**config.mk**
```make
export PLATFORM = sky130hd
export DESIGN_NAME = fid_vid_transition_sequencer_core
export DESIGN_NICKNAME = d
export VERILOG_FILES = /design/src/fvts_pkg.sv /design/src/fid_vid_transition_sequencer_core.sv
export SDC_FILE = /design/constraint.sdc
export NUM_CORES = 1
export LEC_CHECK = 0
export ABC_AREA = 0
export BUFFER_PORTS_ARGS = -buffer_cell sky130_fd_sc_hd__buf_2
export CORE_ASPECT_RATIO = 0.6
export CORE_MARGIN = 2
export CORE_UTILIZATION = 50
export DETAILED_ROUTE_END_ITERATION = 7
export GPL_TIMING_DRIVEN = 1
export PLACE_DENSITY = 0.65
export SLEW_MARGIN = 20
export SYNTH_ARGS = -nofsm -noshare
export SYNTH_HDL_FRONTEND = slang
export SYNTH_SLANG_ARGS = --single-unit
export TNS_END_PERCENT = 5
```
**constraint.sdc**
```tcl
create_clock -name clock -period 7.6 [get_ports clock]
set_input_delay 1.52 -clock clock [delete_from_list [all_inputs] [get_ports clock]]
set_output_delay 1.52 -clock clock [all_outputs]
set_load 0.01 [all_outputs]
```
**src/fvts_pkg.sv**
```systemverilog
// Package for the frequency/voltage transition sequencer.
// Holds payload structs, mode, status and register codes and the sequencer state type.
// No dependencies.
`default_nettype none
package fvts_pkg;

   localparam int FIDW = 6;
   localparam int VIDW = 5;
   localparam int MAX_WRITES = 63;

   // Configuration register indexes.
   localparam logic [2:0] REG_SETTLE = 3'd0;
   localparam logic [2:0] REG_RAMP   = 3'd1;
   localparam logic [2:0] REG_RELIEF = 3'd2;
   localparam logic [2:0] REG_VSTEP  = 3'd3;
   localparam logic [2:0] REG_LOCK   = 3'd4;

   typedef enum logic [1:0] {
      MODE_LOAD  = 2'd0,
      MODE_REQ   = 2'd1,
      MODE_SET   = 2'd2,
      MODE_CLEAR = 2'd3
   } mode_type;

   typedef enum logic [2:0] {
      ST_OK      = 3'd0,
      ST_AT_PT   = 3'd1,
      ST_NOMATCH = 3'd2,
      ST_FULL    = 3'd3,
      ST_OVERRUN = 3'd4
   } status_type;

   typedef enum logic [3:0] {
      S_IDLE,
      S_INS_RD,
      S_INS_WAIT,
      S_INS_CHK,
      S_SRCH_RD,
      S_SRCH_WAIT,
      S_SRCH_CHK,
      S_VDOWN,
      S_VRAMP,
      S_FSTEP,
      S_FFINAL,
      S_VFINAL,
      S_DONE,
      S_OUT
   } state_type;

   typedef struct packed {
      logic [1:0]  mode;
      logic [12:0] req_freq_mhz;
      logic [5:0]  fid_code;
      logic [4:0]  vid_code;
   } req_type;

   typedef struct packed {
      logic        cmd_valid;
      logic [5:0]  cmd_fid;
      logic [4:0]  cmd_vid;
      logic [15:0] cmd_count;
      logic [20:0] wait_us;
      logic [12:0] speed_mhz;
      logic [2:0]  status_code;
      logic        last;
   } rsp_type;

   // Frequency code to MHz: 800 + 100 * fid.
   function automatic logic [12:0] freq_of(input logic [5:0] fid);
      logic [12:0] f;
      f = 13'd800 + 13'(fid) * 13'd100;
      return f;
   endfunction

   function automatic logic [6:0] vco_of(input logic [5:0] fid);
      logic [6:0] v;
      v = (fid < 6'd8) ? (7'd8 + {fid, 1'b0}) : {1'b0, fid};
      return v;
   endfunction

endpackage
`default_nettype wire

```
**src/fid_vid_transition_sequencer_core.sv**
```systemverilog
// Top level of the frequency/voltage transition sequencer.
// Operating-point table in one synchronous memory; uses fvts_pkg.
//
// Sequencing: a load reads, waits on and checks each entry it shifts, a
// request each table entry it searches. A request then walks its sequence
// twice: a counting pass through each control write or phase change, then
// the emitting pass, where each write waits out its transfer and any stall.
// One item is in work at a time; the next is taken after the final transfer.
// Reset: synchronous; clears count, current point, speed and registers.
`default_nettype none
module fid_vid_transition_sequencer_core
   import fvts_pkg::*;
#(
   parameter int TABLE_DEPTH = 16
) (
   input  wire logic    clock,
   input  wire logic    reset,
   input  wire logic    req_valid,
   output logic         req_ready,
   input  wire req_type req_data,
   output logic         rsp_valid,
   input  wire logic    rsp_ready,
   output rsp_type      rsp_data,
   input  wire logic    csr_we,
   input  wire logic [2:0]  csr_index,
   input  wire logic [15:0] csr_wdata
);
   localparam int AW = (TABLE_DEPTH > 1) ? $clog2(TABLE_DEPTH) : 1;
   localparam int CW = $clog2(TABLE_DEPTH + 1);

   // Table memory: {fid, vid} per entry.
   logic [10:0] mem [TABLE_DEPTH];
   logic [10:0] rd_data_ff;
   logic        mem_we;
   logic [AW-1:0] mem_waddr, mem_raddr;
   logic [10:0] mem_wdata;

   always_ff @(posedge clock) begin
      if (mem_we) mem[mem_waddr] <= mem_wdata;
      rd_data_ff <= mem[mem_raddr];
   end

   logic [15:0] vst_ff;
   logic [1:0]  rvo_ff, irt_ff, mvs_ff;
   logic [7:0]  plt_ff;

   always_ff @(posedge clock) begin
      if (reset) begin
         vst_ff <= '0; rvo_ff <= '0; irt_ff <= '0; mvs_ff <= '0; plt_ff <= '0;
      end else if (csr_we) begin
         case (csr_index)
            REG_SETTLE: vst_ff <= csr_wdata;
            REG_RAMP:   rvo_ff <= csr_wdata[1:0];
            REG_RELIEF: irt_ff <= csr_wdata[1:0];
            REG_VSTEP:  mvs_ff <= csr_wdata[1:0];
            REG_LOCK:   plt_ff <= csr_wdata[7:0];
            default: ;
         endcase
      end
   end

   state_type   state_ff, state_in;
   logic [CW-1:0] count_ff, count_in;
   logic [CW-1:0] idx_ff, idx_in;
   logic [5:0]  cfid_ff, cfid_in, tfid_ff, tfid_in;
   logic [4:0]  cvid_ff, cvid_in, tvid_ff, tvid_in;
   logic [12:0] speed_ff, speed_in;
   req_type     item_ff, item_in;
   logic [1:0]  ramp_ff, ramp_in;
   logic [5:0]  nwr_ff, nwr_in;
   logic        rv_ff, rv_in;
   rsp_type     rsp_ff, rsp_in;
   logic        dry_ff, dry_in;
   logic        ovr_ff, ovr_in;
   logic [5:0]  total_ff, total_in;
   logic [5:0]  sfid_ff, sfid_in;
   logic [4:0]  svid_ff, svid_in;

   always_ff @(posedge clock) begin
      if (reset) begin
         state_ff <= S_IDLE;
         count_ff <= '0;
         cfid_ff  <= '0;
         cvid_ff  <= '0;
         speed_ff <= '0;
         rv_ff    <= 1'b0;
      end else begin
         state_ff <= state_in;
         count_ff <= count_in;
         cfid_ff  <= cfid_in;
         cvid_ff  <= cvid_in;
         speed_ff <= speed_in;
         rv_ff    <= rv_in;
      end
      idx_ff   <= idx_in;
      tfid_ff  <= tfid_in;
      tvid_ff  <= tvid_in;
      item_ff  <= item_in;
      ramp_ff  <= ramp_in;
      nwr_ff   <= nwr_in;
      rsp_ff   <= rsp_in;
      dry_ff   <= dry_in;
      ovr_ff   <= ovr_in;
      total_ff <= total_in;
      sfid_ff  <= sfid_in;
      svid_ff  <= svid_in;
   end

   assign req_ready = (state_ff == S_IDLE);
   assign rsp_valid = rv_ff;
   assign rsp_data  = rsp_ff;

   logic [5:0] rd_fid;
   logic [4:0] rd_vid;
   assign rd_fid = rd_data_ff[10:5];
   assign rd_vid = rd_data_ff[4:0];

   logic [5:0]  vstep;
   logic [6:0]  vt, vc, vdiff;
   logic [5:0]  nf;
   logic [20:0] vwait, fwait;
   logic [15:0] fcount;
   assign vstep  = 6'd1 << mvs_ff;
   assign vt     = vco_of(tfid_ff);
   assign vc     = vco_of(cfid_ff);
   assign vdiff  = (vt >= vc) ? (vt - vc) : (vc - vt);
   assign nf     = (tfid_ff > cfid_ff) ?
                   ((cfid_ff > 6'd6) ? cfid_ff + 6'd2 : 6'(vc + 7'd2)) :
                   ((cfid_ff >= 6'd2) ? cfid_ff - 6'd2 : 6'd0);
   assign vwait  = 21'(vst_ff) * 21'd20;
   assign fwait  = 21'd10 << irt_ff;
   assign fcount = 16'(plt_ff) * 16'd200;

   // Sequencer: a request walks its sequence once without output to count the
   // writes and spot an overrun, then rewinds and walks it again, emitting one
   // write into the output register and waiting for its transfer each time.
   always_comb begin
      logic [5:0] nv;
      nv = (6'(cvid_ff) > vstep) ? 6'(cvid_ff) - vstep : 6'd0;
      state_in = state_ff;
      count_in = count_ff;
      idx_in   = idx_ff;
      cfid_in  = cfid_ff;
      cvid_in  = cvid_ff;
      tfid_in  = tfid_ff;
      tvid_in  = tvid_ff;
      speed_in = speed_ff;
      item_in  = item_ff;
      ramp_in  = ramp_ff;
      nwr_in   = nwr_ff;
      rv_in    = rv_ff;
      rsp_in   = rsp_ff;
      dry_in   = dry_ff;
      ovr_in   = ovr_ff;
      total_in = total_ff;
      sfid_in  = sfid_ff;
      svid_in  = svid_ff;
      mem_we    = 1'b0;
      mem_waddr = idx_ff[AW-1:0];
      mem_wdata = {item_ff.fid_code, item_ff.vid_code};
      mem_raddr = '0;
      case (state_ff)
         S_IDLE: begin
            if (req_valid) begin
               item_in = req_data;
               rsp_in  = '0;
               rsp_in.last = 1'b1;
               nwr_in  = '0;
               case (mode_type'(req_data.mode))
                  MODE_LOAD: begin
                     if (count_ff >= CW'(TABLE_DEPTH)) begin
                        rsp_in.status_code = ST_FULL;
                        rsp_in.speed_mhz = speed_ff;
                        rv_in = 1'b1;
                        state_in = S_OUT;
                     end else begin
                        idx_in = count_ff;
                        state_in = S_INS_RD;
                     end
                  end
                  MODE_REQ: begin
                     idx_in = '0;
                     state_in = S_SRCH_RD;
                  end
                  MODE_SET: begin
                     cfid_in = req_data.fid_code;
                     cvid_in = req_data.vid_code;
                     rsp_in.speed_mhz = speed_ff;
                     rv_in = 1'b1;
                     state_in = S_OUT;
                  end
                  default: begin
                     count_in = '0;
                     rsp_in.speed_mhz = speed_ff;
                     rv_in = 1'b1;
                     state_in = S_OUT;
                  end
               endcase
            end
         end
         S_INS_RD: begin
            if (idx_ff == '0) begin
               mem_we = 1'b1;
               count_in = count_ff + 1'b1;
               rsp_in.speed_mhz = speed_ff;
               rv_in = 1'b1;
               state_in = S_OUT;
            end else begin
               mem_raddr = AW'(idx_ff - 1'b1);
               state_in = S_INS_WAIT;
            end
         end
         S_INS_WAIT: begin
            mem_raddr = AW'(idx_ff - 1'b1);
            state_in = S_INS_CHK;
         end
         S_INS_CHK: begin
            if (freq_of(rd_fid) > freq_of(item_ff.fid_code)) begin
               mem_we = 1'b1;
               mem_wdata = rd_data_ff;
               idx_in = idx_ff - 1'b1;
               state_in = S_INS_RD;
            end else begin
               mem_we = 1'b1;
               count_in = count_ff + 1'b1;
               rsp_in.speed_mhz = speed_ff;
               rv_in = 1'b1;
               state_in = S_OUT;
            end
         end
         S_SRCH_RD: begin
            if (idx_ff >= count_ff) begin
               rsp_in.status_code = ST_NOMATCH;
               rsp_in.speed_mhz = speed_ff;
               rv_in = 1'b1;
               state_in = S_OUT;
            end else begin
               mem_raddr = idx_ff[AW-1:0];
               state_in = S_SRCH_WAIT;
            end
         end
         S_SRCH_WAIT: begin
            mem_raddr = idx_ff[AW-1:0];
            state_in = S_SRCH_CHK;
         end
         S_SRCH_CHK: begin
            if (freq_of(rd_fid) >= item_ff.req_freq_mhz) begin
               tfid_in = rd_fid;
               tvid_in = rd_vid;
               ramp_in = rvo_ff;
               if (rd_fid == cfid_ff && rd_vid == cvid_ff) begin
                  speed_in = item_ff.req_freq_mhz;
                  rsp_in.status_code = ST_AT_PT;
                  rsp_in.speed_mhz = item_ff.req_freq_mhz;
                  rv_in = 1'b1;
                  state_in = S_OUT;
               end else begin
                  dry_in  = 1'b1;
                  ovr_in  = 1'b0;
                  sfid_in = cfid_ff;
                  svid_in = cvid_ff;
                  state_in = S_VDOWN;
               end
            end else begin
               idx_in = idx_ff + 1'b1;
               state_in = S_SRCH_RD;
            end
         end
         S_VDOWN, S_VRAMP, S_FSTEP, S_FFINAL, S_VFINAL: begin
            // One write per pass; sequence proceeds when the output is free.
            if (!rv_ff) begin
               rsp_in = '0;
               rsp_in.cmd_valid = 1'b1;
               rsp_in.speed_mhz = speed_ff;
               if (state_ff == S_VDOWN && cvid_ff > tvid_ff) begin
                  rsp_in.cmd_fid = cfid_ff; rsp_in.cmd_vid = nv[4:0];
                  rsp_in.cmd_count = 16'd1; rsp_in.wait_us = vwait;
                  cvid_in = nv[4:0];
               end else if (state_ff == S_VDOWN) begin
                  state_in = S_VRAMP;
                  rsp_in.cmd_valid = 1'b0;
               end else if (state_ff == S_VRAMP && ramp_ff != '0 && cvid_ff != '0) begin
                  rsp_in.cmd_fid = cfid_ff; rsp_in.cmd_vid = cvid_ff - 1'b1;
                  rsp_in.cmd_count = 16'd1; rsp_in.wait_us = vwait;
                  cvid_in = cvid_ff - 1'b1;
                  ramp_in = ramp_ff - 1'b1;
               end else if (state_ff == S_VRAMP) begin
                  state_in = (cfid_ff != tfid_ff) ? S_FSTEP : S_VFINAL;
                  rsp_in.cmd_valid = 1'b0;
               end else if (state_ff == S_FSTEP && vdiff > 7'd2) begin
                  rsp_in.cmd_fid = nf; rsp_in.cmd_vid = cvid_ff;
                  rsp_in.cmd_count = fcount; rsp_in.wait_us = fwait;
                  cfid_in = nf;
               end else if (state_ff == S_FSTEP) begin
                  state_in = S_FFINAL;
                  rsp_in.cmd_valid = 1'b0;
               end else if (state_ff == S_FFINAL) begin
                  rsp_in.cmd_fid = tfid_ff; rsp_in.cmd_vid = cvid_ff;
                  rsp_in.cmd_count = fcount; rsp_in.wait_us = fwait;
                  cfid_in = tfid_ff;
                  state_in = S_VFINAL;
               end else if (cvid_ff != tvid_ff) begin
                  rsp_in.cmd_fid = cfid_ff; rsp_in.cmd_vid = tvid_ff;
                  rsp_in.cmd_count = 16'd1; rsp_in.wait_us = vwait;
                  cvid_in = tvid_ff;
                  state_in = S_DONE;
               end else begin
                  state_in = S_DONE;
                  rsp_in.cmd_valid = 1'b0;
               end
               if (rsp_in.cmd_valid) begin
                  if (nwr_ff == 6'(MAX_WRITES)) begin
                     cfid_in = cfid_ff;
                     cvid_in = cvid_ff;
                     if (dry_ff) begin
                        ovr_in = 1'b1;
                        state_in = S_DONE;
                     end else begin
                        // Write budget spent: report the overrun.
                        rsp_in = '0;
                        rsp_in.status_code = ST_OVERRUN;
                        rsp_in.speed_mhz = speed_ff;
                        rsp_in.last = 1'b1;
                        rv_in = 1'b1;
                        state_in = S_OUT;
                     end
                  end else begin
                     nwr_in = nwr_ff + 1'b1;
                     if (!dry_ff) begin
                        // A completed sequence reports the new speed on every write.
                        rsp_in.speed_mhz = ovr_ff ? speed_ff : freq_of(tfid_ff);
                        if (!ovr_ff && nwr_in == total_ff) begin
                           rsp_in.last = 1'b1;
                           speed_in = freq_of(tfid_ff);
                           state_in = S_OUT;
                        end
                        rv_in = 1'b1;
                     end
                  end
               end
            end else if (rsp_ready) begin
               rv_in = 1'b0;
            end
         end
         S_DONE: begin
            // Counting pass finished: rewind to the starting point and emit.
            cfid_in  = sfid_ff;
            cvid_in  = svid_ff;
            ramp_in  = rvo_ff;
            total_in = nwr_ff;
            nwr_in   = '0;
            dry_in   = 1'b0;
            state_in = S_VDOWN;
         end
         S_OUT: begin
            if (rsp_ready) begin
               rv_in = 1'b0;
               state_in = S_IDLE;
            end
         end
         default: state_in = S_IDLE;
      endcase
   end

endmodule
`default_nettype wire

```
==> impl_metrics.env, run 1 <==
export IMPL_drive_above_1_share=0.1217
export IMPL_grt_setup_unrepaired="no"
export IMPL_synth_seq_cells=381
export IMPL_wl_per_cell_um=21.98
export IMPL_cts_num_sinks=381
export IMPL_finalClockSkew_ps=22.70
export IMPL_seqCellArea_um2=10690
export IMPL_dp_cells=2727
export IMPL_worstMarginPinSlew_ps=1082
export IMPL_fillers=3677
export IMPL_critical_path_max_fanout=7
export IMPL_worstPathRequired_ps=8000
export IMPL_multiInputGateArea_um2=10570
export IMPL_routed_wl_met2_um=24390
export IMPL_yosysTopAreaCell="edfxtp_1"
export IMPL_syn_instance_count=2102
export IMPL_dieArea_um2=45930
export IMPL_clock_latency_ps=570
export IMPL_gp_congestion=0.9447
export IMPL_path_common_cell="ha_1"
export IMPL_topRoutingLayerUsed="met5"
export IMPL_die_w_um=275.3
export IMPL_dr_total_vias=16935
export IMPL_cts_path_max_buffers=3
export IMPL_crit_slowest_cell="a41oi_1"
export IMPL_drt_initial_drc_count=2078
export IMPL_finalCritPeriodShare=0.7691
export IMPL_p_sw_w=0.005531
export IMPL_finalSetupViolCount=0
export IMPL_fin_area_um2=24530
export IMPL_grt_max_degree=89
export IMPL_pin_count=118
export IMPL_outcome="completed"
export IMPL_grt_pass1_vias=15990
export IMPL_critPathBufInv=2
export IMPL_switching_share=0.4648
export IMPL_cap_viol_max_count=0
export IMPL_totalWireLength_um=61530
export IMPL_path_class="reg -> reg"
export IMPL_ys_async_sr_fraction=0
export IMPL_postCtsSetupRepairBufs=0
export IMPL_crit_family="compound AO/OA/AOI/OAI gates"
export IMPL_clockPowerShare=0.162
export IMPL_combPwrFrac=0.571
export IMPL_fp_coreArea_um2=43480
export IMPL_post_cts_resize_count=0
export IMPL_synth_area_top_cells="edfxtp_1 (42%), ha_1 (11%), dfxtp_1 (6.8%)"
export IMPL_internal_power_w=0.006368
export IMPL_cts_buffers=39
export IMPL_die_h_um=166.8
export IMPL_slew_violations=0
export IMPL_hold_viol_final=0
export IMPL_cpPeakStageDelay_ps=860
export IMPL_synth_edf_count=306
export IMPL_grt_pass1_wl_um=94010
export IMPL_io_buffer_count=114
export IMPL_tritoncts="done"
export IMPL_start_kind="flip-flop"
export IMPL_overflow=0
export IMPL_final_core_util=0.5642
export IMPL_ant_nets=0
export IMPL_firstDrtPassIters=6
export IMPL_initial_utilization=0.5080
export IMPL_p_total_w=0.01190
export IMPL_fin_crit_ps=5845
export IMPL_syn_area_um2=22090
export IMPL_power_leakage_nw=9.832
export IMPL_dp_hpwl_um=43460
export IMPL_syn_to_final_growth_pct=11.06
export IMPL_power_density_nw_per_um2=485.0
export IMPL_tns_ps=0
export IMPL_peakVddDrop_v=0.0007066
export IMPL_syn_area_per_cell_um2=10.51
export IMPL_setup_worst_path_end_class="flip-flop"
export IMPL_synthTopCellsByCount="edfxtp_1 (306), nand2_1 (231), ha_1 (201)"
export IMPL_fmax_mhz=171.1
export IMPL_yosysMostFrequentCell="edfxtp_1"
export IMPL_cts_hold_buf=0
export IMPL_ys_warn_count=0
export IMPL_ys_seq_area_frac=0.4840
export IMPL_maxSlewHeadroom=0.2781
export IMPL_cp_arrival_ps=6250
export IMPL_nNetsFinal=2448
export IMPL_min_delay_path_class="reg -> reg"
export IMPL_place_area_um2=23250
export IMPL_grt_use_total=0.2655
export IMPL_synth_cell_types=82
export IMPL_drc=0
export IMPL_wl_met1_um=29860
export IMPL_cts_htree_levels=2
export IMPL_viasPerCell=6.050
export IMPL_synth_top_cell_area_share=0.4160
export IMPL_cp_cell_sequence="ha_1 > ha_1 > ha_1 > inv_1 > fa_1 > inv_1 > a21oi_1 > o21bai_1 > xor2_1 > xnor2_1 > ha_1 > a21oi_1 > nand4_1 > a41oi_1 > nor3_1 > a2111oi_0 > a2111oi_0"
export IMPL_final_cells=2799
export IMPL_p_seq_frac=0.267
export IMPL_antenna_found_initial=3
export IMPL_ys_flop_type="edfxtp_1"
export IMPL_met3WireLength_um=5997
export IMPL_clkTransAtPathRegs_ps=70
export IMPL_rows=59
export IMPL_cts_root_buffer="clkbuf_16"
[path summary, 6_finish.rpt]
kind | to | start | cells past startpoint | slack [ps]
max reg2reg | state_ff[3]$_SDFFE_PP0P_ | rd_data_ff[7]$_DFF_P_ | 17 | 1750
max | state_ff[3]$_SDFFE_PP0P_ | rd_data_ff[7]$_DFF_P_ | 17 | 1750
min reg2reg | speed_ff[5]$_SDFFE_PP0P_ | speed_ff[5]$_SDFFE_PP0P_ | 2 | 470
min | speed_ff[5]$_SDFFE_PP0P_ | speed_ff[5]$_SDFFE_PP0P_ | 2 | 470
[per-layer routing]
layer | vias to the layer above | global-route usage
met4 | 4 | 0.06322
met2 | 732 | 0.3566
met3 | 98 | 0.05898
li1 | 7914 | -
met1 | 8187 | 0.4252
met5 | - | 0.01579
[layout make-up]
type / count / share of cell area
flip-flops and latches: 381 / 0.4358
well taps: 579 / 0.02953
diodes: 1 / 0.0001020
clock buffers: 50 / 0.04448
multi-input cells: 1499 / 0.4307
clock inverters: 21 / 0.007651
inverters: 122 / 0.01867
repair buffers: 146 / 0.03305
[worst min-delay path, cell delays in order (launching register included)]
cell and delay [ps]:
dfxtp_1 320, nand2_1 60, a21oi_1 50
[cell families after synthesis]
kind of cell / count (synthesis) / synth area share
and+or+nand+nor: 635 / 0.1336
AOI/OAI and AO/OA: 509 / 0.1588
DFF: 381 / 0.4840
buffers and inverters: 224 / 0.04107
adders and majority gates: 209 / 0.1211
xor gates and xnor gates: 97 / 0.03880
muxes: 45 / 0.02237
other: 2 / 0.0003400
[flip-flops by register name, indices dropped and copies added, names as in the netlist, 6 cells and up]
signal      count
mem           176
rsp_data       63
item_ff        24
vst_ff         16
speed_ff       13
rd_data_ff     11
plt_ff          8
cfid_ff         6
nwr_ff          6
sfid_ff         6
tfid_ff         6
total_ff        6
[power groups by stage]
stage | registers (W) | logic [W] | clock network [W]
6_report | 0.00318 | 0.00679 | 0.00193
5_1_grt | 0.00322 | 0.00755 | 0.00203
4_1_cts | 0.00317 | 0.00673 | 0.00195
3_3_place_gp | 0.00321 | 0.00656 | 0
3_5_place_dp | 0.00321 | 0.00669 | 0
2_1_floorplan | 0.00314 | 0.00481 | 0
[cells in the final DEF (no fill, tap or decap), types with 8 or more instances in the layout]
cell type	count
and2_1	10
and3_1	61
a311oi_1	25
ha_1	201
a21oi_1	147
nand2b_1	24
edfxtp_1	306
fa_1	8
nor2_1	154
o21a_1	14
xor2_1	38
dfxtp_1	75
inv_1	121
a221o_1	20
mux2_2	9
o31ai_1	8
nor2b_1	19
nand2_1	230
a21o_1	26
o21bai_1	9
nand4_1	10
xnor2_1	58
mux2i_1	32
a31oi_1	36
nor2_2	12
nand3_1	32
a211oi_1	61
buf_4	32
o211ai_1	24
o21ai_0	59
buf_2	114
nor3_1	41
clkbuf_16	41
[per-stage QoR]
| stage | hold WS, ps | setup WS [ps] |
|---|---|---|
| global placement | 447.6 | 2144 |
| finish | 474.2 | 1755 |
| global route | 492.5 | 1472 |
| detailed placement | 459.9 | 1969 |
| CTS | 467.9 | 1942 |
| floorplan | 431.7 | 2869 |
Power figures use the tool's default switching activity.
==> inputs of run 2 (changes only) <==
--- a/config.mk
+++ b/config.mk
@@ -12,7 +12,7 @@
 export CORE_UTILIZATION = 50
 export DETAILED_ROUTE_END_ITERATION = 7
 export GPL_TIMING_DRIVEN = 1
-export PLACE_DENSITY = 0.65
+export PLACE_DENSITY = 0.68
 export SLEW_MARGIN = 20
 export SYNTH_ARGS = -nofsm -noshare
 export SYNTH_HDL_FRONTEND = slang
==> constraint.sdc (replaced) <==
create_clock -name clock -period 5.18 [get_ports clock]
set_input_delay 1.036 -clock clock [delete_from_list [all_inputs] [get_ports clock]]
set_output_delay 1.036 -clock clock [all_outputs]
set_load 0.01 [all_outputs]
==> impl_metrics.env, run 2 (synthesis gave the netlist of run 1 again) <==
export IMPL_gp_congestion=0.9575
export IMPL_dr_total_vias=17285
export IMPL_wl_per_cell_um=21.94
export IMPL_pin_count=118
export IMPL_dp_hpwl_um=44350
export IMPL_p_total_w=0.01812
export IMPL_totalWireLength_um=62140
export IMPL_start_kind="flip-flop"
export IMPL_ant_nets=0
export IMPL_min_delay_path_class="reg -> reg"
export IMPL_fin_crit_ps=4952
export IMPL_cp_cell_sequence="ha_1 > ha_1 > ha_1 > ha_1 > a21o_1 > a21oi_1 > xnor2_1 > nor3_1 > xnor2_1 > ha_1 > a21oi_1 > nand4_1 > a41oi_1 > buf_4 > o21a_1 > a31oi_1 > nand2_1 > a21oi_1 > buf_4"
export IMPL_nNetsFinal=2480
export IMPL_setup_worst_path_end_class="flip-flop"
export IMPL_path_class="reg -> reg"
export IMPL_antenna_found_initial=2
export IMPL_firstDrtPassIters=5
export IMPL_fp_coreArea_um2=43480
export IMPL_clock_latency_ps=570
export IMPL_final_common_cell="edfxtp_1"
export IMPL_outcome="completed"
export IMPL_critical_path_max_fanout=13
export IMPL_cts_num_sinks=381
export IMPL_tritoncts="done"
export IMPL_hold_viol_final=0
export IMPL_grt_pass1_wl_um=95920
export IMPL_io_buffer_count=114
export IMPL_cts_htree_levels=2
export IMPL_initial_utilization=0.5080
export IMPL_crit_slowest_cell="dfxtp_2"
export IMPL_cpPeakStageDelay_ps=440
export IMPL_finalClockSkew_ps=21.41
export IMPL_slew_violations=0
export IMPL_dieArea_um2=45930
export IMPL_multiInputGateArea_um2=10580
export IMPL_final_cell_mix="edfxtp_1 (306), nand2_1 (230), ha_1 (201)"
export IMPL_syn_to_final_growth_pct=12.61
export IMPL_viasPerCell=6.103
export IMPL_cap_viol_max_count=0
export IMPL_path_common_cell="ha_1"
export IMPL_worstMarginPinSlew_ps=1210
export IMPL_cts_path_max_buffers=3
export IMPL_drt_initial_drc_count=1885
export IMPL_grt_use_total=0.2698
export IMPL_power_leakage_nw=10.02
export IMPL_fmax_mhz=201.9
export IMPL_top_register="mem"
export IMPL_finalSetupViolCount=0
export IMPL_grt_setup_unrepaired="yes"
export IMPL_largest_reg_flops=176
export IMPL_place_area_um2=23490
export IMPL_grt_max_degree=89
export IMPL_cts_root_buffer="clkbuf_16"
export IMPL_cts_buffers=39
export IMPL_finalCritPeriodShare=0.9560
export IMPL_clkTransAtPathRegs_ps=70
export IMPL_peakVddDrop_v=0.001138
export IMPL_worstPathRequired_ps=5480
export IMPL_cp_arrival_ps=5250
export IMPL_overflow=0
export IMPL_die_w_um=275.3
export IMPL_grt_pass1_vias=16364
export IMPL_die_h_um=166.8
export IMPL_fin_area_um2=24880
export IMPL_power_density_nw_per_um2=728.3
export IMPL_drive_above_1_share=0.1341
export IMPL_rows=59
export IMPL_seqCellArea_um2=10690
export IMPL_maxSlewHeadroom=0.1858
export IMPL_fillers=3685
export IMPL_drc=0
==> run 2: changes by cell type in the layout (fill, tap and decap cells not counted), sizes merged <==
cell    before  now
buf        146  178
bufinv       1    5
clkinv      11    7
clkbuf      50   53
inv        129  127
==> run 2: worst max-delay path, delay by kind of cell (launching register included) <==
| family | cells | cell delay [ps] |
|---|---|---|
| xor gates and xnor gates | 2 | 400 |
| adders and majority gates | 5 | 1500 |
| DFF | 1 | 440 |
| buffers and inverters | 2 | 440 |
| AOI/OAI and AO/OA | 7 | 1340 |
| and+or+nand+nor | 3 | 560 |
==> run 2: layout make-up <==
type | count | share of cell area
diodes | 1 | 0.0001006
clock buffers | 53 | 0.04296
clock inverters | 19 | 0.01091
inverters | 122 | 0.01841
multi-input cells | 1499 | 0.4254
flip-flops and latches | 381 | 0.4299
well taps | 579 | 0.02912
repair buffers | 178 | 0.04326
==> run 2: final timing paths <==
kind | start | to | slack, ps | depth (start not counted)
max reg2reg | rd_data_ff[6]$_DFF_P_ | rsp_data[14]$_DFFE_PP_ | 230 | 19
min | rd_data_ff[0]$_DFF_P_ | tvid_ff[0]$_DFFE_PP_ | 490 | 0
min reg2reg | rd_data_ff[0]$_DFF_P_ | tvid_ff[0]$_DFFE_PP_ | 490 | 0
max | rd_data_ff[6]$_DFF_P_ | rsp_data[14]$_DFFE_PP_ | 230 | 19
==> run 2: report_power, final <==
part	leakage [nW]	internal, W	switching [W]
Clock	0.652	0.00173	0.00126
Sequential	3.45	0.00415	0.000416
Combinational	5.92	0.00401	0.00655
==> run 2: repair_timing <==
item	in CTS	in global routing
buffers inserted	0	1
setup endpoints to repair	0	64
hold buffers	0	0
resized for setup	0	6
hold endpoints to repair	0	0
==> run 2: per-stage QoR <==
stage          std cells  worst slack [ps]    util  hold slack (ps)  setup TNS (ps)
3_3_place_gp        2758             362.3  0.5402            437.4               0
2_1_floorplan       2104             449.1       -            431.7               0
3_5_place_dp        2758             154.4  0.5402            473.0               0
6_report            2832             228.0  0.5721            487.3               0
5_1_grt             2831            -4.829  0.5720            503.7          -4.829
4_1_cts             2830             112.6  0.5711            481.9               0
==> run 2: layer usage <==
metal  part of all wire  vias up  GRT usage
li1                   -     7999          -
met1               0.47     8355     0.4210
met2               0.40      840     0.3659
met3               0.11       91    0.07888
met4              0.018        0    0.05687
met5                  0        -          0
==> inputs of run 3 (changes only) <==
--- a/config.mk
+++ b/config.mk
@@ -5,15 +5,14 @@
 export SDC_FILE = /design/constraint.sdc
 export NUM_CORES = 1
 export LEC_CHECK = 0
-export ABC_AREA = 0
 export BUFFER_PORTS_ARGS = -buffer_cell sky130_fd_sc_hd__buf_2
 export CORE_ASPECT_RATIO = 0.6
 export CORE_MARGIN = 2
-export CORE_UTILIZATION = 50
+export CORE_UTILIZATION = 55
 export DETAILED_ROUTE_END_ITERATION = 7
 export GPL_TIMING_DRIVEN = 1
-export PLACE_DENSITY = 0.68
-export SLEW_MARGIN = 20
+export PLACE_DENSITY = 0.74
+export SLEW_MARGIN = 40
 export SYNTH_ARGS = -nofsm -noshare
 export SYNTH_HDL_FRONTEND = slang
 export SYNTH_SLANG_ARGS = --single-unit
==> impl_metrics.env, run 3 (synthesis gave the netlist of run 1 again) <==
export IMPL_viasPerCell=6.229
export IMPL_initial_utilization=0.5619
export IMPL_path_common_cell="ha_1"
export IMPL_final_cell_mix="edfxtp_1 (306), nand2_1 (230), ha_1 (201)"
export IMPL_cts_buffers=38
export IMPL_fmax_mhz=204.6
export IMPL_maxSlewHeadroom=0.4362
export IMPL_crit_family="adder cells"
export IMPL_drc=0
export IMPL_finalSetupViolCount=0
export IMPL_drt_initial_drc_count=2087
export IMPL_grt_pass1_vias=16650
export IMPL_tns_ps=0
export IMPL_top_register="mem"
export IMPL_worstMarginPinSlew_ps=845.7
export IMPL_r2r_slack_ps=290
export IMPL_antenna_found_initial=4
export IMPL_crit_slowest_cell="edfxtp_1"
export IMPL_pre_cts_ws_ps=284.3
export IMPL_nNetsFinal=2487
export IMPL_grt_max_degree=89
export IMPL_cts_path_max_buffers=3
export IMPL_overflow=0
export IMPL_cp_arrival_ps=5140
export IMPL_cts_root_buffer="clkbuf_16"
export IMPL_power_leakage_nw=10.04
export IMPL_rows=56
export IMPL_clock_latency_ps=550
export IMPL_grt_pass1_wl_um=95380
export IMPL_gp_congestion=0.9630
export IMPL_worstPathRequired_ps=5430
export IMPL_reg2regPathDepth=19
export IMPL_dieArea_um2=41830
export IMPL_cp_cell_sequence="ha_1 > ha_1 > ha_1 > inv_1 > fa_1 > inv_1 > a21oi_1 > o21bai_1 > xor2_1 > o31ai_1 > xor2_1 > ha_1 > nand3_1 > nor4_1 > a21oi_1 > o21a_1 > nand2_1 > buf_4 > mux2_2"
export IMPL_grt_setup_unrepaired="no"
export IMPL_die_h_um=159.2
export IMPL_largest_reg_flops=176
export IMPL_dp_hpwl_um=44120
export IMPL_io_buffer_count=114
export IMPL_clkTransAtPathRegs_ps=60
export IMPL_fin_crit_ps=4888
export IMPL_hold_path_cell_count=2
export IMPL_cts_htree_levels=2
export IMPL_pin_count=118
export IMPL_finalCritPeriodShare=0.9437
export IMPL_finalClockSkew_ps=14.90
export IMPL_grt_use_total=0.2906
export IMPL_critPathBufInv=3
export IMPL_cts_hold_buf=0
export IMPL_setup_slack_ps=291.8
export IMPL_fin_hold_ws_ps=460.1
export IMPL_min_from="speed_ff[5]$_SDFFE_PP0P_"
export IMPL_path_class="reg -> reg"
export IMPL_setup_worst_path_end_class="flip-flop"
export IMPL_die_w_um=262.7
export IMPL_min_delay_path_class="reg -> reg"
export IMPL_dr_total_vias=17328
export IMPL_hold_viol_final=0
export IMPL_ant_nets=0
export IMPL_slew_violations=0
export IMPL_r2r_end="mem[6][0]$_DFFE_PP_"
export IMPL_wl_per_cell_um=22.16
export IMPL_start_kind="flip-flop"
export IMPL_syn_to_final_growth_pct=12.71
export IMPL_whs_endpoint="speed_ff[5]$_SDFFE_PP0P_"
export IMPL_fp_coreArea_um2=39310
export IMPL_outcome="completed"
export IMPL_drive_above_1_share=0.1382
export IMPL_cpPeakStageDelay_ps=500
export IMPL_power_density_nw_per_um2=734.7
export IMPL_tritoncts="done"
export IMPL_worstReg2RegStart="item_ff[7]$_DFFE_PP_"
export IMPL_cap_viol_max_count=0
export IMPL_final_common_cell="edfxtp_1"
export IMPL_peakVddDrop_v=0.0009391
export IMPL_critical_path_max_fanout=16
export IMPL_totalWireLength_um=61640
export IMPL_cts_num_sinks=381
export IMPL_firstDrtPassIters=5
export IMPL_p_total_w=0.01829
==> run 3: cell types whose count changed in the layout (fill, tap and decap cells not counted), sizes merged <==
| cell | before | now |
|---|---|---|
| diode | 1 | 2 |
| buf | 178 | 186 |
| clkbuf | 53 | 56 |
| bufinv | 5 | 1 |
| clkinvlp | 2 | 1 |
| clkinv | 7 | 6 |
| inv | 127 | 128 |
==> run 3: repair_timing <==
action                                  4_1_cts  5_1_grt
gates resized for setup                       0        5
buffers inserted                              0        0
endpoints found under the hold margin         0        0
endpoints found under the setup margin        0      219
==> run 3: per-layer routing <==
| metal | wire length, µm | up-vias | share of wire | global-route usage |
|---|---|---|---|---|
| li1 | - | 8016 | - | - |
| met1 | 28310 | 8319 | 0.46 | 0.4435 |
| met2 | 25260 | 881 | 0.41 | 0.4105 |
| met3 | 6803 | 110 | 0.11 | 0.07485 |
| met4 | 1243 | 2 | 0.020 | 0.06949 |
| met5 | 18 | - | 0.00029 | 0 |
==> run 3: how the worst max path moves through the flow <==
stage               slack (ps)                      to  depth (start not counted)             startpoint
floorplan                  450     mem[0][5]$_DFFE_PP_                         19   item_ff[6]$_DFFE_PP_
global placement           430  rsp_data[10]$_DFFE_PP_                         20  rd_data_ff[7]$_DFF_P_
detailed placement         280  rsp_data[11]$_DFFE_PP_                         19  rd_data_ff[7]$_DFF_P_
CTS                        250  rsp_data[12]$_DFFE_PP_                         19  rd_data_ff[7]$_DFF_P_
global route                20   rsp_data[7]$_DFFE_PP_                         20  rd_data_ff[7]$_DFF_P_
finish                     290     mem[6][0]$_DFFE_PP_                         19   item_ff[7]$_DFFE_PP_
==> run 3: layout make-up <==
cell class	instances	area [µm²]
clock inverter	14	133.9
inverter	122	457.9
multi-input combinational	1499	10650
tap	522	653.1
fill	3069	14410
sequential	381	10690
clock buffer	56	1155
antenna	2	5.005
timing repair buffer	186	1145
==> run 3: tightest hold or removal path, delay by kind of cell (launching register included) <==
family	cells	cell delay [ps]
AO/OA/AOI/OAI	1	50
flip-flops	1	310
AND/OR/NAND/NOR	1	50
==> run 3: report_power, final <==
group          switching [W]  total, W  internal, W
registers           0.000428   0.00457      0.00415
logic                0.00674    0.0109      0.00412
clock network        0.00123   0.00285      0.00162
total                0.00840    0.0183      0.00989
==> run 3: metrics by stage <==
step | util | cell area [µm²] | std cells
floorplan | - | 22100 | 2104
global placement | 0.5975 | 23490 | 2708
detailed placement | 0.5991 | 23550 | 2708
CTS | 0.6319 | 24840 | 2778
global route | 0.6333 | 24890 | 2781
finish | 0.6334 | 24900 | 2782
